File: src/hdl/pbfw_pkg.sv
// Shared types and constants for the page buffer tag controller.
`timescale 1ns / 1ps
`default_nettype none

package pbfw_pkg;

    localparam int FRAMES_DEFAULT = 16;
    localparam int PAGE_W         = 16;
    localparam int SLOT_OUT_W     = 4;
    localparam int CNT_OUT_W      = 32;
    localparam int FIU_W          = 5;
    localparam int S_TDATA_W      = 16;
    localparam int M_TDATA_W      = 152;
    localparam int CFG_DATA_W     = 16;

    localparam logic [FIU_W-1:0] FIU_RESET = 5'd16;

    typedef enum logic [1:0] {
        OP_ACCESS      = 2'd0,
        OP_MARK        = 2'd1,
        OP_FLUSH       = 2'd2,
        OP_FLUSH_CLEAR = 2'd3
    } op_t;

    typedef enum logic [2:0] {
        KIND_HIT  = 3'd0,
        KIND_LOAD = 3'd1,
        KIND_WB   = 3'd2,
        KIND_ERR  = 3'd3,
        KIND_DONE = 3'd4
    } kind_t;

    typedef enum logic [0:0] {
        REG_FRAMES_IN_USE = 1'b0,
        REG_PAGE_COUNT    = 1'b1
    } cfg_reg_t;

    // where the page and slot of a result come from
    typedef enum logic [2:0] {
        SRC_ZERO       = 3'd0,
        SRC_PAGE       = 3'd1,
        SRC_MATCH      = 3'd2,
        SRC_VICTIM_TAG = 3'd3,
        SRC_VICTIM_NEW = 3'd4,
        SRC_FLUSH      = 3'd5
    } src_t;

    typedef struct packed {
        logic  capture;
        logic  emit;
        kind_t kind;
        logic  last;
        src_t  src;
        logic  bump_hit;
        logic  bump_miss;
        logic  bump_load;
        logic  bump_wb;
        logic  set_dirty;
        logic  install;
        logic  clean_flush;
        logic  clear_all;
    } dp_cmd_t;

    typedef struct packed {
        op_t  op;
        logic err;
        logic hit;
        logic victim_dirty;
        logic flush_any;
        logic out_free;
    } dp_status_t;

endpackage

`default_nettype wire

File: src/hdl/pbfw_datapath.sv
// Datapath: tag store, valid/dirty bits, FIFO pointers, counters and result register.
`timescale 1ns / 1ps
`default_nettype none

module pbfw_datapath import pbfw_pkg::*; #(
    parameter int FRAMES = FRAMES_DEFAULT
) (
    input  wire logic                  aclk,
    input  wire logic                  aresetn,
    input  wire logic                  cfg_valid,
    input  wire logic [0:0]            cfg_index,
    input  wire logic [CFG_DATA_W-1:0] cfg_data,
    input  wire logic [S_TDATA_W-1:0]  s_tdata,
    input  wire logic [1:0]            s_tuser,
    input  wire logic                  m_tready,
    input  wire dp_cmd_t               dp_cmd,
    output dp_status_t                 dp_status,
    output logic                       m_tvalid,
    output logic [M_TDATA_W-1:0]       m_tdata,
    output logic [2:0]                 m_tuser,
    output logic                       m_tlast
);

    localparam int SLOT_W = (FRAMES > 1) ? $clog2(FRAMES) : 1;
    localparam int CNT_W  = $clog2(FRAMES + 1);
    localparam int CMP_W  = (CNT_W > FIU_W) ? CNT_W : FIU_W;

    function automatic logic [CNT_OUT_W-1:0] sat_inc(input logic [CNT_OUT_W-1:0] v,
                                                     input logic en);
        logic [CNT_OUT_W-1:0] r;
        r = v;
        if (en && (v != {CNT_OUT_W{1'b1}})) begin
            r = v + CNT_OUT_W'(1);
        end
        return r;
    endfunction

    // configuration
    logic [FIU_W-1:0]  fiu_reg;
    logic [PAGE_W-1:0] page_count_reg;

    // captured item
    op_t               op_reg;
    logic [PAGE_W-1:0] page_reg;
    logic [FRAMES-1:0] match_reg;
    logic [FRAMES-1:0] match_next;

    // slot state
    logic [PAGE_W-1:0] tag_reg [FRAMES];
    logic [FRAMES-1:0] valid_reg, valid_next;
    logic [FRAMES-1:0] dirty_reg, dirty_next;
    logic [CNT_W-1:0]  fill_reg;
    logic [SLOT_W-1:0] oldest_reg;

    // statistics
    logic [CNT_OUT_W-1:0] hits_reg, misses_reg, loads_reg, wbs_reg;

    // result register
    logic                  m_valid_reg;
    kind_t                 kind_reg;
    logic                  last_reg;
    logic [PAGE_W-1:0]     out_page_reg;
    logic [SLOT_OUT_W-1:0] out_slot_reg;

    logic [CMP_W-1:0]  fiu_ext, cap, fill_ext, oldest_ext, step_ext;
    logic              full;
    logic [SLOT_W-1:0] victim, oldest_next, hit_slot, flush_idx, rd_idx;
    logic [FRAMES-1:0] pend, flush_low;
    logic [PAGE_W-1:0] rd_tag, sel_page;
    logic [SLOT_W-1:0] sel_slot;
    logic [SLOT_W+SLOT_OUT_W-1:0] slot_ext;

    // tag compare against the incoming page, registered for the next cycle
    always_comb begin
        for (int i = 0; i < FRAMES; i++) begin
            match_next[i] = valid_reg[i] && (tag_reg[i] == s_tdata[PAGE_W-1:0]);
        end
    end

    always_comb begin
        hit_slot = '0;
        for (int i = 0; i < FRAMES; i++) begin
            if (match_reg[i]) begin
                hit_slot = hit_slot | SLOT_W'(i);
            end
        end
    end

    // lowest dirty slot for flush walks
    assign pend      = valid_reg & dirty_reg;
    assign flush_low = pend & (~pend + FRAMES'(1));

    always_comb begin
        flush_idx = '0;
        for (int i = 0; i < FRAMES; i++) begin
            if (flush_low[i]) begin
                flush_idx = flush_idx | SLOT_W'(i);
            end
        end
    end

    // effective capacity and victim choice
    always_comb begin
        fiu_ext    = CMP_W'(fiu_reg);
        fill_ext   = CMP_W'(fill_reg);
        oldest_ext = CMP_W'(oldest_reg);
        if (fiu_ext == '0) begin
            cap = CMP_W'(1);
        end else if (fiu_ext > CMP_W'(FRAMES)) begin
            cap = CMP_W'(FRAMES);
        end else begin
            cap = fiu_ext;
        end
        full = (fill_ext >= cap);
        if (full) begin
            victim = (oldest_ext >= fill_ext) ? '0 : oldest_reg;
        end else begin
            victim = fill_reg[SLOT_W-1:0];
        end
        step_ext    = CMP_W'(victim) + CMP_W'(1);
        oldest_next = (step_ext >= fill_ext) ? '0 : step_ext[SLOT_W-1:0];
    end

    assign rd_idx = (dp_cmd.src == SRC_FLUSH) ? flush_idx : victim;
    assign rd_tag = tag_reg[rd_idx];

    always_comb begin
        sel_page = '0;
        sel_slot = '0;
        case (dp_cmd.src)
            SRC_ZERO: begin
            end
            SRC_PAGE: begin
                sel_page = page_reg;
            end
            SRC_MATCH: begin
                sel_page = page_reg;
                sel_slot = hit_slot;
            end
            SRC_VICTIM_TAG: begin
                sel_page = rd_tag;
                sel_slot = victim;
            end
            SRC_VICTIM_NEW: begin
                sel_page = page_reg;
                sel_slot = victim;
            end
            SRC_FLUSH: begin
                sel_page = rd_tag;
                sel_slot = flush_idx;
            end
            default: begin
            end
        endcase
    end

    assign slot_ext = {{SLOT_OUT_W{1'b0}}, sel_slot};

    always_comb begin
        valid_next = valid_reg;
        dirty_next = dirty_reg;
        if (dp_cmd.set_dirty) begin
            dirty_next = dirty_next | match_reg;
        end
        if (dp_cmd.clean_flush) begin
            dirty_next = dirty_next & ~flush_low;
        end
        if (dp_cmd.install) begin
            valid_next[victim] = 1'b1;
            dirty_next[victim] = 1'b0;
        end
        if (dp_cmd.clear_all) begin
            valid_next = '0;
            dirty_next = '0;
        end
    end

    always_ff @(posedge aclk) begin
        if (!aresetn) begin
            fiu_reg        <= FIU_RESET;
            page_count_reg <= '0;
            valid_reg      <= '0;
            dirty_reg      <= '0;
            fill_reg       <= '0;
            oldest_reg     <= '0;
            hits_reg       <= '0;
            misses_reg     <= '0;
            loads_reg      <= '0;
            wbs_reg        <= '0;
            m_valid_reg    <= 1'b0;
        end else begin
            if (cfg_valid) begin
                case (cfg_index)
                    REG_FRAMES_IN_USE: fiu_reg        <= cfg_data[FIU_W-1:0];
                    REG_PAGE_COUNT:    page_count_reg <= cfg_data[PAGE_W-1:0];
                    default: begin
                    end
                endcase
            end
            valid_reg  <= valid_next;
            dirty_reg  <= dirty_next;
            hits_reg   <= sat_inc(hits_reg, dp_cmd.bump_hit);
            misses_reg <= sat_inc(misses_reg, dp_cmd.bump_miss);
            loads_reg  <= sat_inc(loads_reg, dp_cmd.bump_load);
            wbs_reg    <= sat_inc(wbs_reg, dp_cmd.bump_wb);
            if (dp_cmd.install) begin
                if (full) begin
                    oldest_reg <= oldest_next;
                end else begin
                    fill_reg <= fill_reg + CNT_W'(1);
                end
            end
            if (dp_cmd.clear_all) begin
                fill_reg   <= '0;
                oldest_reg <= '0;
            end
            if (dp_cmd.emit) begin
                m_valid_reg <= 1'b1;
            end else if (m_tready) begin
                m_valid_reg <= 1'b0;
            end
        end
    end

    always_ff @(posedge aclk) begin
        if (dp_cmd.capture) begin
            op_reg    <= op_t'(s_tuser);
            page_reg  <= s_tdata[PAGE_W-1:0];
            match_reg <= match_next;
        end
        if (dp_cmd.install) begin
            tag_reg[victim] <= page_reg;
        end
        if (dp_cmd.emit) begin
            kind_reg     <= dp_cmd.kind;
            last_reg     <= dp_cmd.last;
            out_page_reg <= sel_page;
            out_slot_reg <= slot_ext[SLOT_OUT_W-1:0];
        end
    end

    assign dp_status.op           = op_reg;
    assign dp_status.err          = (page_reg >= page_count_reg);
    assign dp_status.hit          = |match_reg;
    assign dp_status.victim_dirty = full && dirty_reg[victim];
    assign dp_status.flush_any    = |pend;
    assign dp_status.out_free     = !m_valid_reg || m_tready;

    // counters always show the values as of the latest result
    assign m_tvalid = m_valid_reg;
    assign m_tuser  = kind_reg;
    assign m_tlast  = last_reg;
    assign m_tdata  = {4'b0000, wbs_reg, loads_reg, misses_reg, hits_reg,
                       out_slot_reg, out_page_reg};

endmodule

`default_nettype wire

File: src/hdl/pbfw_ctrl.sv
// Controller: sequences each command into result transfers.
`timescale 1ns / 1ps
`default_nettype none

module pbfw_ctrl import pbfw_pkg::*; (
    input  wire logic       aclk,
    input  wire logic       aresetn,
    input  wire logic       s_tvalid,
    output logic            s_tready,
    input  wire dp_status_t dp_status,
    output dp_cmd_t         dp_cmd
);

    typedef enum logic [3:0] {
        ST_IDLE   = 4'b0001,
        ST_DECIDE = 4'b0010,
        ST_LOAD   = 4'b0100,
        ST_FLUSH  = 4'b1000
    } state_t;

    state_t state_reg, state_next;

    always_comb begin
        state_next = state_reg;
        dp_cmd     = '0;
        s_tready   = 1'b0;
        case (state_reg)
            ST_IDLE: begin
                s_tready = 1'b1;
                if (s_tvalid) begin
                    dp_cmd.capture = 1'b1;
                    state_next     = ST_DECIDE;
                end
            end
            ST_DECIDE: begin
                case (dp_status.op)
                    OP_ACCESS: begin
                        if (dp_status.out_free) begin
                            dp_cmd.emit = 1'b1;
                            state_next  = ST_IDLE;
                            if (dp_status.err) begin
                                dp_cmd.kind = KIND_ERR;
                                dp_cmd.src  = SRC_PAGE;
                                dp_cmd.last = 1'b1;
                            end else if (dp_status.hit) begin
                                dp_cmd.kind     = KIND_HIT;
                                dp_cmd.src      = SRC_MATCH;
                                dp_cmd.last     = 1'b1;
                                dp_cmd.bump_hit = 1'b1;
                            end else if (dp_status.victim_dirty) begin
                                // dirty victim: write-back goes out first
                                dp_cmd.kind      = KIND_WB;
                                dp_cmd.src       = SRC_VICTIM_TAG;
                                dp_cmd.bump_miss = 1'b1;
                                dp_cmd.bump_wb   = 1'b1;
                                state_next       = ST_LOAD;
                            end else begin
                                dp_cmd.kind      = KIND_LOAD;
                                dp_cmd.src       = SRC_VICTIM_NEW;
                                dp_cmd.last      = 1'b1;
                                dp_cmd.bump_miss = 1'b1;
                                dp_cmd.bump_load = 1'b1;
                                dp_cmd.install   = 1'b1;
                            end
                        end
                    end
                    OP_MARK: begin
                        if (dp_status.out_free) begin
                            dp_cmd.emit      = 1'b1;
                            dp_cmd.kind      = KIND_DONE;
                            dp_cmd.src       = SRC_MATCH;
                            dp_cmd.last      = 1'b1;
                            dp_cmd.set_dirty = 1'b1;
                            state_next       = ST_IDLE;
                        end
                    end
                    default: begin
                        state_next = ST_FLUSH;
                    end
                endcase
            end
            ST_LOAD: begin
                if (dp_status.out_free) begin
                    dp_cmd.emit      = 1'b1;
                    dp_cmd.kind      = KIND_LOAD;
                    dp_cmd.src       = SRC_VICTIM_NEW;
                    dp_cmd.last      = 1'b1;
                    dp_cmd.bump_load = 1'b1;
                    dp_cmd.install   = 1'b1;
                    state_next       = ST_IDLE;
                end
            end
            ST_FLUSH: begin
                if (dp_status.out_free) begin
                    dp_cmd.emit = 1'b1;
                    if (dp_status.flush_any) begin
                        dp_cmd.kind        = KIND_WB;
                        dp_cmd.src         = SRC_FLUSH;
                        dp_cmd.bump_wb     = 1'b1;
                        dp_cmd.clean_flush = 1'b1;
                    end else begin
                        dp_cmd.kind      = KIND_DONE;
                        dp_cmd.src       = SRC_ZERO;
                        dp_cmd.last      = 1'b1;
                        dp_cmd.clear_all = (dp_status.op == OP_FLUSH_CLEAR);
                        state_next       = ST_IDLE;
                    end
                end
            end
            default: begin
                state_next = ST_IDLE;
            end
        endcase
    end

    always_ff @(posedge aclk) begin
        if (!aresetn) begin
            state_reg <= ST_IDLE;
        end else begin
            state_reg <= state_next;
        end
    end

endmodule

`default_nettype wire

File: src/hdl/page_buffer_fifo_writeback.sv
// Top level of the buffer-pool tag controller with FIFO replacement and write-back.
//
//  channel  | direction | handshake          | payload
//  ---------+-----------+--------------------+------------------------------------------
//  s_       | in        | s_tvalid/s_tready  | s_tuser: cmd; s_tdata: page_id
//  m_       | out       | m_tvalid/m_tready  | m_tuser: kind; m_tlast: last; m_tdata: page, slot, stats
//  cfg_     | in        | cfg_valid/cfg_ready| cfg_index: register; cfg_data: value
//
// Flow: one command at a time. The accept cycle latches the item and registers the compare
// of the page against every tag in parallel; the decide state then issues the result once
// the output register is free. A miss with a dirty victim issues a write-back, then a load;
// a flush issues one write-back per dirty slot, then a done transfer (the flush walk issues
// one write-back transfer per cycle from the output register while m_tready keeps it free).
// Reset clears valid/dirty bits, pointers and counters; no clearing pass. Stalls: a result held
// in the output register blocks only the next result, not the accept of the next command.
`timescale 1ns / 1ps
`default_nettype none

module page_buffer_fifo_writeback import pbfw_pkg::*; #(
    parameter int FRAMES = FRAMES_DEFAULT
) (
    input  wire logic                  aclk,
    input  wire logic                  aresetn,
    // command input
    input  wire logic                  s_tvalid,
    output logic                       s_tready,
    input  wire logic [S_TDATA_W-1:0]  s_tdata,   // [15:0] page_id
    input  wire logic [1:0]            s_tuser,   // [1:0] cmd
    // results
    output logic                       m_tvalid,
    input  wire logic                  m_tready,
    output logic [M_TDATA_W-1:0]       m_tdata,   // [15:0] result_page, [19:16] slot,
                                                  // [51:20] hits, [83:52] misses,
                                                  // [115:84] loads, [147:116] writebacks
    output logic [2:0]                 m_tuser,   // [2:0] kind
    output logic                       m_tlast,
    // register writes
    input  wire logic                  cfg_valid,
    output logic                       cfg_ready,
    input  wire logic [0:0]            cfg_index,
    input  wire logic [CFG_DATA_W-1:0] cfg_data
);

    dp_cmd_t    dp_cmd;
    dp_status_t dp_status;

    // registers are always writable; the host must write only while no command is in flight (not enforced here)
    assign cfg_ready = 1'b1;

    pbfw_ctrl u_ctrl (
        .aclk      (aclk),
        .aresetn   (aresetn),
        .s_tvalid  (s_tvalid),
        .s_tready  (s_tready),
        .dp_status (dp_status),
        .dp_cmd    (dp_cmd)
    );

    pbfw_datapath #(
        .FRAMES (FRAMES)
    ) u_datapath (
        .aclk      (aclk),
        .aresetn   (aresetn),
        .cfg_valid (cfg_valid),
        .cfg_index (cfg_index),
        .cfg_data  (cfg_data),
        .s_tdata   (s_tdata),
        .s_tuser   (s_tuser),
        .m_tready  (m_tready),
        .dp_cmd    (dp_cmd),
        .dp_status (dp_status),
        .m_tvalid  (m_tvalid),
        .m_tdata   (m_tdata),
        .m_tuser   (m_tuser),
        .m_tlast   (m_tlast)
    );

    // a new result is only loaded once the held one is gone
    a_emit_free: assert property (@(posedge aclk) disable iff (!aresetn)
        dp_cmd.emit |-> (!m_tvalid || m_tready))
        else $error("result register overwritten");

    // a hit always ends its command
    a_hit_last: assert property (@(posedge aclk) disable iff (!aresetn)
        (m_tvalid && (m_tuser == KIND_HIT)) |-> m_tlast)
        else $error("hit transfer without tlast");

    // a write-back is never the last transfer of its command
    a_wb_not_last: assert property (@(posedge aclk) disable iff (!aresetn)
        (m_tvalid && (m_tuser == KIND_WB)) |-> !m_tlast)
        else $error("write-back transfer marked last");

    // one command in flight at a time
    a_one_cmd: assert property (@(posedge aclk) disable iff (!aresetn)
        (s_tvalid && s_tready) |=> !s_tready)
        else $error("second command accepted back to back");

endmodule

`default_nettype wire
File: config.mk
export PLATFORM = sky130hd
export DESIGN_NAME = page_buffer_fifo_writeback
export DESIGN_NICKNAME = d
export VERILOG_FILES = /design/src/hdl/pbfw_pkg.sv /design/src/hdl/pbfw_datapath.sv /design/src/hdl/pbfw_ctrl.sv /design/src/hdl/page_buffer_fifo_writeback.sv
export SDC_FILE = /design/constraint.sdc
export NUM_CORES = 1
export LEC_CHECK = 0
export BUFFER_PORTS_ARGS = -buffer_cell sky130_fd_sc_hd__buf_2
export CORE_ASPECT_RATIO = 1.5
export CORE_UTILIZATION = 45
export CTS_CLUSTER_SIZE = 24
export DETAILED_ROUTE_END_ITERATION = 7
export PLACE_DENSITY = 0.61
export SYNTH_ARGS = -nofsm -noshare
export SYNTH_HDL_FRONTEND = slang
export SYNTH_SLANG_ARGS = --single-unit
export TNS_END_PERCENT = 20
File: constraint.sdc
create_clock -name aclk -period 4.4 [get_ports aclk]
set_input_delay 1.1 -clock aclk [delete_from_list [all_inputs] [get_ports aclk]]
set_output_delay 1.1 -clock aclk [all_outputs]
set_load 0.02 [all_outputs]
==> results of run 1 <==
## power groups by stage
| stage | registers (W) | clock network, W | logic [W] |
|---|---|---|---|
| 2_1_floorplan | 0.00526 | 0 | 0.000291 |
| 3_5_place_dp | 0.00526 | 0 | 0.000532 |
| 5_1_grt | 0.00515 | 0.00497 | 0.000570 |
| 4_1_cts | 0.00515 | 0.00481 | 0.000533 |
| 3_3_place_gp | 0.00526 | 0 | 0.000522 |
| 6_report | 0.00515 | 0.00472 | 0.000534 |
## layer usage
| metal | part of all wire | vias to the layer above | wire length (um) | global-route usage |
|---|---|---|---|---|
| li1 | - | 8788 | - | - |
| met1 | 0.37 | 9398 | 29500 | 0.315 |
| met2 | 0.51 | 745 | 41000 | 0.506 |
| met3 | 0.062 | 212 | 4990 | 0.0436 |
| met4 | 0.064 | 0 | 5170 | 0.168 |
| met5 | 0 | - | 0 | 0 |
## metrics by stage
stage	hold WS, ns	util	std cells
3_3_place_gp	0.450	0.499	3139
5_1_grt	0.476	0.532	3235
3_5_place_dp	0.448	0.499	3139
6_report	0.453	0.532	3235
4_1_cts	0.456	0.532	3235
2_1_floorplan	0.436	-	2266
## path summary, 6_finish.rpt
| check | start | to | slack, ns | cells after the start |
|---|---|---|---|---|
| max | u_datapath.fill_ext[2]$_SDFFE_PP0P_ | u_datapath.out_page_reg[1]$_DFFE_PP_ | 0.39 | 15 |
| min | u_datapath.page_count_reg[15]$_SDFFE_PN0P_ | u_datapath.page_count_reg[15]$_SDFFE_PN0P_ | 0.45 | 2 |
| max reg2reg | u_datapath.fill_ext[2]$_SDFFE_PP0P_ | u_datapath.out_page_reg[1]$_DFFE_PP_ | 0.39 | 15 |
| min reg2reg | u_datapath.page_count_reg[15]$_SDFFE_PN0P_ | u_datapath.page_count_reg[15]$_SDFFE_PN0P_ | 0.45 | 2 |
## layout make-up
class,instances,area [sq um]
Clock buffer,66,1420
Clock inverter,30,389
Fill cell,4915,25700
Inverter,51,200
Multi-Input combinational cell,1593,11100
Sequential cell,509,13300
Tap cell,695,870
Timing Repair Buffer,291,1880
## logic make-up after synthesis
family,count (synthesis),share of synthesized area
AOI/OAI and AO/OA,387,0.100
other,2,0.000299
buffers and inverters,164,0.0284
muxes,152,0.0705
xor gates and xnor gates,315,0.110
DFF,509,0.531
adders and majority gates,39,0.0194
and+or+nand+nor,695,0.140
## critical path, cell delays in order (launching register included)
cell and delay, ns:
dfxtp_1 0.49, inv_1 0.20, ha_1 0.35, a21oi_1 0.18, o21ai_2 0.14, a21oi_1 0.19
mux2_4 0.23, clkinv_2 0.15, mux2i_4 0.22, buf_12 0.25, buf_12 0.22, mux2i_1 0.27
o22ai_1 0.26, a21oi_1 0.33, a21oi_1 0.12, a21o_1 0.16
## cells in the final DEF (no fill, tap or decap), drive strengths merged, types with 52 or more instances in the layout
cell | netlist | final
edfxtp | 314 | 314
clkbuf | 68 | 66
dfxtp | 195 | 195
a21oi | 143 | 143
nor2 | 118 | 118
xor2 | 93 | 93
nand4 | 77 | 77
xnor2 | 222 | 222
inv | 50 | 52
buf | 45 | 291
nand2 | 215 | 215
o21ai | 63 | 63
nor4 | 57 | 57
mux2i | 102 | 102
==> run summary, run 1 <==
STA puts the critical path data arrival time at 4.39 ns. The number of antenna diodes in the final layout is 0. At the end of the flow, the number of nets in the layout was 2577. The area growth from synthesis to layout was 16.2%; the CTS sink count was 509. The largest buffer count on any clock path is 3. Kind of start point of the critical path: a flip-flop.

At the end of routability-driven placement, the weighted congestion stood at 1.01. The via count of the first global-routing pass came out at 19300. The design internal power was 0.00808 W; the measured slew at the worst slew-check pin was 0.916 ns. By area the synthesized netlist is led by edfxtp_1, dfxtp_1, xnor2_1. The die covers 56800 sq um. Counting instances in the post-synthesis netlist gives the leading cell types as edfxtp_1, xnor2_1, nand2_1. The completed layout was analyzed and its total power is 0.0104 W. Summing all non-filler instances in the final layout gives an area of 29200 sq um.

In this run the core area contains 105 standard-cell rows. The flip-flop count of the largest register, all copies and words added was 256. The pin count of the biggest net entering global routing is 69, and the warning count from the yosys run is 0. The worst setup slack after layout came out at 0.390 ns.

Master cell of the clock root buffer: clkbuf_16. The average cell area after synthesis is 11.1 sq um. In the routed design, unresolved DRC markers number 0. In this run the cell area of the synthesized design comes to 25100 sq um. The first routing iteration left 1236 violations. The die is 291 um tall.

Worst hold path class: flip-flop to flip-flop. The fraction of final layout cells with drive strength greater than 1 works out to 0.180. Setup repair after global routing left no endpoint under its margin. 199 I/O pins were placed. The fraction of registers with async set or reset after synthesis is 0.

For this design the total switching power over the nets is 0.00233 W. The clock power share came out at 0.454. The logs give 54900 sq um for the total core area and 0 for the remaining number of nets flagged by the antenna check after routing.

The logs give 0.296 mV for the maximum vdd ir drop and 2 for the number of H-tree branching levels. The minimum period implied by the final worst setup slack came out at 4.01 ns. The critical-path maximum fanout was 25. The logs give 0.389 for the relative max-transition margin and 0 for the max-cap check violation count. The sequential cell fraction of total power was 0.495. Synthesis inferred 509 register bits. The total global-route track usage is 0.283, and the combinational share of power is 0.051. Once placement finished, the instance area stood at 27400 sq um. In this run, post-CTS hold repair placed 0 buffers. Using the TritonRoute via totals, the vias-per-cell ratio works out to 5.92. The worst setup path is captured at a flip-flop. The synthesized design contains 314 enable-type register cells. The run gives 86 as the number of distinct library cell variants in the gate-level netlist after synthesis. Leakage power figure: 10.2 nW.

The overflow left after global routing was 0. The tools report the initial core utilization as 0.457. The synthesized netlist cell count was 2263. During placement, the flow inserted port buffers numbering 193. The flow ran to the end, and the final reports show no timing, DRC or antenna violations. The final number of max-transition violations was 0.

In the synthesized netlist the dominant register cell turns out to be edfxtp_1. The post-synthesis cell type with the largest combined area is edfxtp_1. TritonCTS built the clock tree. Once detailed placement completed, the half-perimeter wirelength came to 59100 um. The x dimension of the die is 195 um, and the final critical-path share of the clock period is 0.911. The kind of critical path is flip-flop to flip-flop.

Setup violations remaining at the end of the flow were counted as 0. Clock-pin slew was measured on the worst setup and hold paths at 0.06 ns. The leading cell type by number of instances after synthesis was edfxtp_1. The pre-antenna-repair detailed-routing pass consisted of 7 iterations. The area share of the largest cell type after synthesis is 0.375, and the total via count after detailed routing is 19100. The number of antenna violations at the first check in global routing is 0. The post-CTS resize count was 0. The first global-routing pass estimated 121000 um of wire.

The tools report the number of hold violations in the final report as 0. The required time of the worst setup path is 4.78 ns, and the worst clock skew is 0.0398 ns. The tools report the sum of negative setup slack as 0 ns.

The net switching share of the total power is 0.224. TritonCTS created 52 clock buffers. The sequential area share after synthesis is 0.531, and the post-placement worst setup slack is 0.390 ns. The power density normalized to cell area is 357 nW/um^2, and the clock insertion delay at the later pin of the skew report is 0.63 ns.

The per-cell routed wire length works out to 24.9 um. Summed over all layers, the routed wires come to 80600 um. Once the clock tree was built, the setup fixing pass inserted 0 buffers.

The fmax came out at 0.249 GHz.
(Power assumes the default switching activity.)
==> run 2: changes to the inputs <==
--- a/config.mk
+++ b/config.mk
@@ -8,6 +8,7 @@
 export BUFFER_PORTS_ARGS = -buffer_cell sky130_fd_sc_hd__buf_2
 export CORE_ASPECT_RATIO = 1.5
 export CORE_UTILIZATION = 45
+export CTS_BUF_LIST = sky130_fd_sc_hd__clkbuf_16
 export CTS_CLUSTER_SIZE = 24
 export DETAILED_ROUTE_END_ITERATION = 7
 export PLACE_DENSITY = 0.61
==> run 2 against run 1 <==
Net effect:
- final cell count unchanged
- hold slack worse by 0.00053 ns
- die area unchanged
- combinational power about the same
==> run summary, run 2 (synthesized netlist as in run 1, its figures left out) <==
Traced cell by cell, the critical path runs through inv_1 > ha_1 > a21oi_1 > o21ai_2 > a21oi_1 > mux2_4 > clkinv_2 > mux2i_4 > buf_12 > buf_12 > mux2i_1 > o22ai_1 > a21oi_1 > a21oi_1 > a21o_1. The library cell used most frequently in the layout, excluding fill and tap cells, is edfxtp_1. The total global-route track usage is 0.283. The number of placed instances, taps included, is 3139. Measured along the x axis, the die boundary spans 195 um. Placer's final routability congestion estimate: 1.01. TritonCTS built the clock tree.

The core region is 54900 sq um. For this run, design rule violations remaining after detail routing come to 0. The post-DP HPWL is 59100 um, and the register clock-pin slew on the reported worst setup and hold paths is 0.06 ns.

After routing, the total negative slack on setup checks comes to 0 ns. The H-tree was split into 2 levels. The I/O pin count was 199; the initial core utilization was 0.457.

The tools report the total wirelength of the detailed-routed design as 80700 um. The post-CTS resize count is 0. The nature of the critical path endpoint was a flip-flop. The tightest min-delay check is of the flip-flop to flip-flop type. The routed design could run at a clock period as short as 4.00 ns. Using the TritonRoute via totals, the vias-per-cell ratio works out to 5.91. At the worst endpoint, the required time is 4.78 ns.

Setup repair after global routing left no endpoint under its margin. Once detail routing completed, the nets flagged for antenna violations numbered 0. In this run the worst path has a maximum fanout of 25. The most numerous cell type found on the critical path is a21oi_1.

The flow ran to the end, and the final reports show no timing, DRC or antenna violations. The tools report the number of antenna violations at the first check in global routing as 0. The fraction of final layout cells with drive strength greater than 1 is 0.179.

The post-CTS setup repair buffer count came out at 0. The count of buffers added on input and output ports is 193. The final critical-path share of the clock period was 0.909.

The final layout contains 2577 nets. The largest single stage delay on the critical path is 0.50 ns. Counting along the longest clock path gives a buffer depth of 3.

The detailed router finished its first iteration with 1288 violations. The worst clock skew is 0.0398 ns. The tools report the post-layout instance count excluding filler cells as 3235. The pin count of the biggest net entering global routing is 69. Data on the critical path arrives at its endpoint at 4.38 ns.

In this run the static leakage power is 10.2 nW. The critical path contains buffers and inverters numbering 4 combined. The layout has 4913 filler cells.

For this design the ratio of total power to cell area is 354 nW/um^2. The clock net in this run drives a total of 509 sinks. The worst-case IR drop observed on VDD is 0.296 mV.

The tools report the number of standard-cell rows in the floorplan as 105. Area growth from synthesis to layout: 16.0%. For the antenna cell count, the log shows 0. The slowest stage of the critical path is the dfxtp_1 cell.

The root buffer cell chosen for the clock tree is clkbuf_16. The kind of critical path was flip-flop to flip-flop. The tools report the final number of max-transition violations as 0. Dividing the detail-routed wire length by the instance count gives 24.9 um. On the critical path the largest part of the delay comes from compound AO/OA/AOI/OAI gates. The floorplan step defined a die boundary enclosing 56800 sq um.

Setup violations remaining at the end of the flow were counted as 0. STA classifies the critical path startpoint as a flip-flop. For this design, the CTS-stage hold fixing added 0 buffers. The routed layout has 19100 vias. The measured slew at the worst slew-check pin was 0.889 ns. The die is 291 um tall. In this run, CTS created clock tree buffers numbering 52.

Relative max-transition margin: 0.407. The first global-routing pass estimated 121000 um of wire. The max-cap check violation count was 0; the fmax was 0.250 GHz.

The tools report the via count of the first global-routing pass as 19300. The first TritonRoute pass finished after 7 iterations. The number of hold violations in the final report was 0. The register with the most flip-flops in the layout has 256 of them. For the worst-skew pair, the clock arrives at the later sink with an insertion delay of 0.63 ns. Leaving out fill and tap cells, the most frequent cells in the layout are edfxtp_1, xnor2_1, nand2_1. For the overflow left after global routing, the log shows 0.
-- run 2: cell count changes in the layout (fill, tap and decap cells not counted), sizes merged --
cell,change
inv,+9
clkinv,+4
clkbuf,-13
-- run 2: through the flow --
step | hold WS, ns | area, sq um | setup WS [ns] | total power [W] | utilization
after floorplan | 0.436 | 25100 | 0.609 | 0.00556 | -
after global placement | 0.450 | 27400 | 0.367 | 0.00578 | 0.499
after detailed placement | 0.448 | 27400 | 0.390 | 0.00579 | 0.499
after CTS | 0.456 | 29200 | 0.436 | 0.0104 | 0.531
after global routing | 0.476 | 29200 | 0.0281 | 0.0106 | 0.531
final | 0.453 | 29200 | 0.400 | 0.0103 | 0.531
-- run 2: final timing paths --
kind | startpoint | to | slack (ns) | cells after the start
max | u_datapath.fill_ext[2]$_SDFFE_PP0P_ | u_datapath.out_page_reg[1]$_DFFE_PP_ | 0.40 | 15
min | u_datapath.page_count_reg[15]$_SDFFE_PN0P_ | u_datapath.page_count_reg[15]$_SDFFE_PN0P_ | 0.45 | 2
max reg2reg | u_datapath.fill_ext[2]$_SDFFE_PP0P_ | u_datapath.out_page_reg[1]$_DFFE_PP_ | 0.40 | 15
min reg2reg | u_datapath.page_count_reg[15]$_SDFFE_PN0P_ | u_datapath.page_count_reg[15]$_SDFFE_PN0P_ | 0.45 | 2
-- run 2: power by group --
part | leakage (nW) | total, W | internal, W | switching [W]
sequential | 4.47 | 0.00515 | 0.00512 | 0.0000385
combinational | 4.86 | 0.000534 | 0.000161 | 0.000372
clock | 0.892 | 0.00463 | 0.00271 | 0.00192
total | 10.2 | 0.0103 | 0.00799 | 0.00233
-- run 2: tightest hold or removal path, stage by stage, from the launching register on --
cell and delay (ns):
dfxtp_1 0.30, nand2_1 0.05, a21oi_1 0.05
-- run 2: per-layer routing --
layer,vias up,track usage,wire [um]
met5,-,0,0
met4,0,0.168,5250
met3,216,0.0436,5180
met2,734,0.506,41000
met1,9378,0.315,29300
li1,8790,-,-
-- run 2: area by class of cell --
type                            instances  area (sq um)  share of cell area
Clock buffer                           53          1330              0.0455
Timing Repair Buffer                  291          1880              0.0644
Clock inverter                         43           438              0.0150
Sequential cell                       509         13300               0.457
Tap cell                              695           870              0.0298
Inverter                               51           200             0.00687
Multi-Input combinational cell       1593         11100               0.381
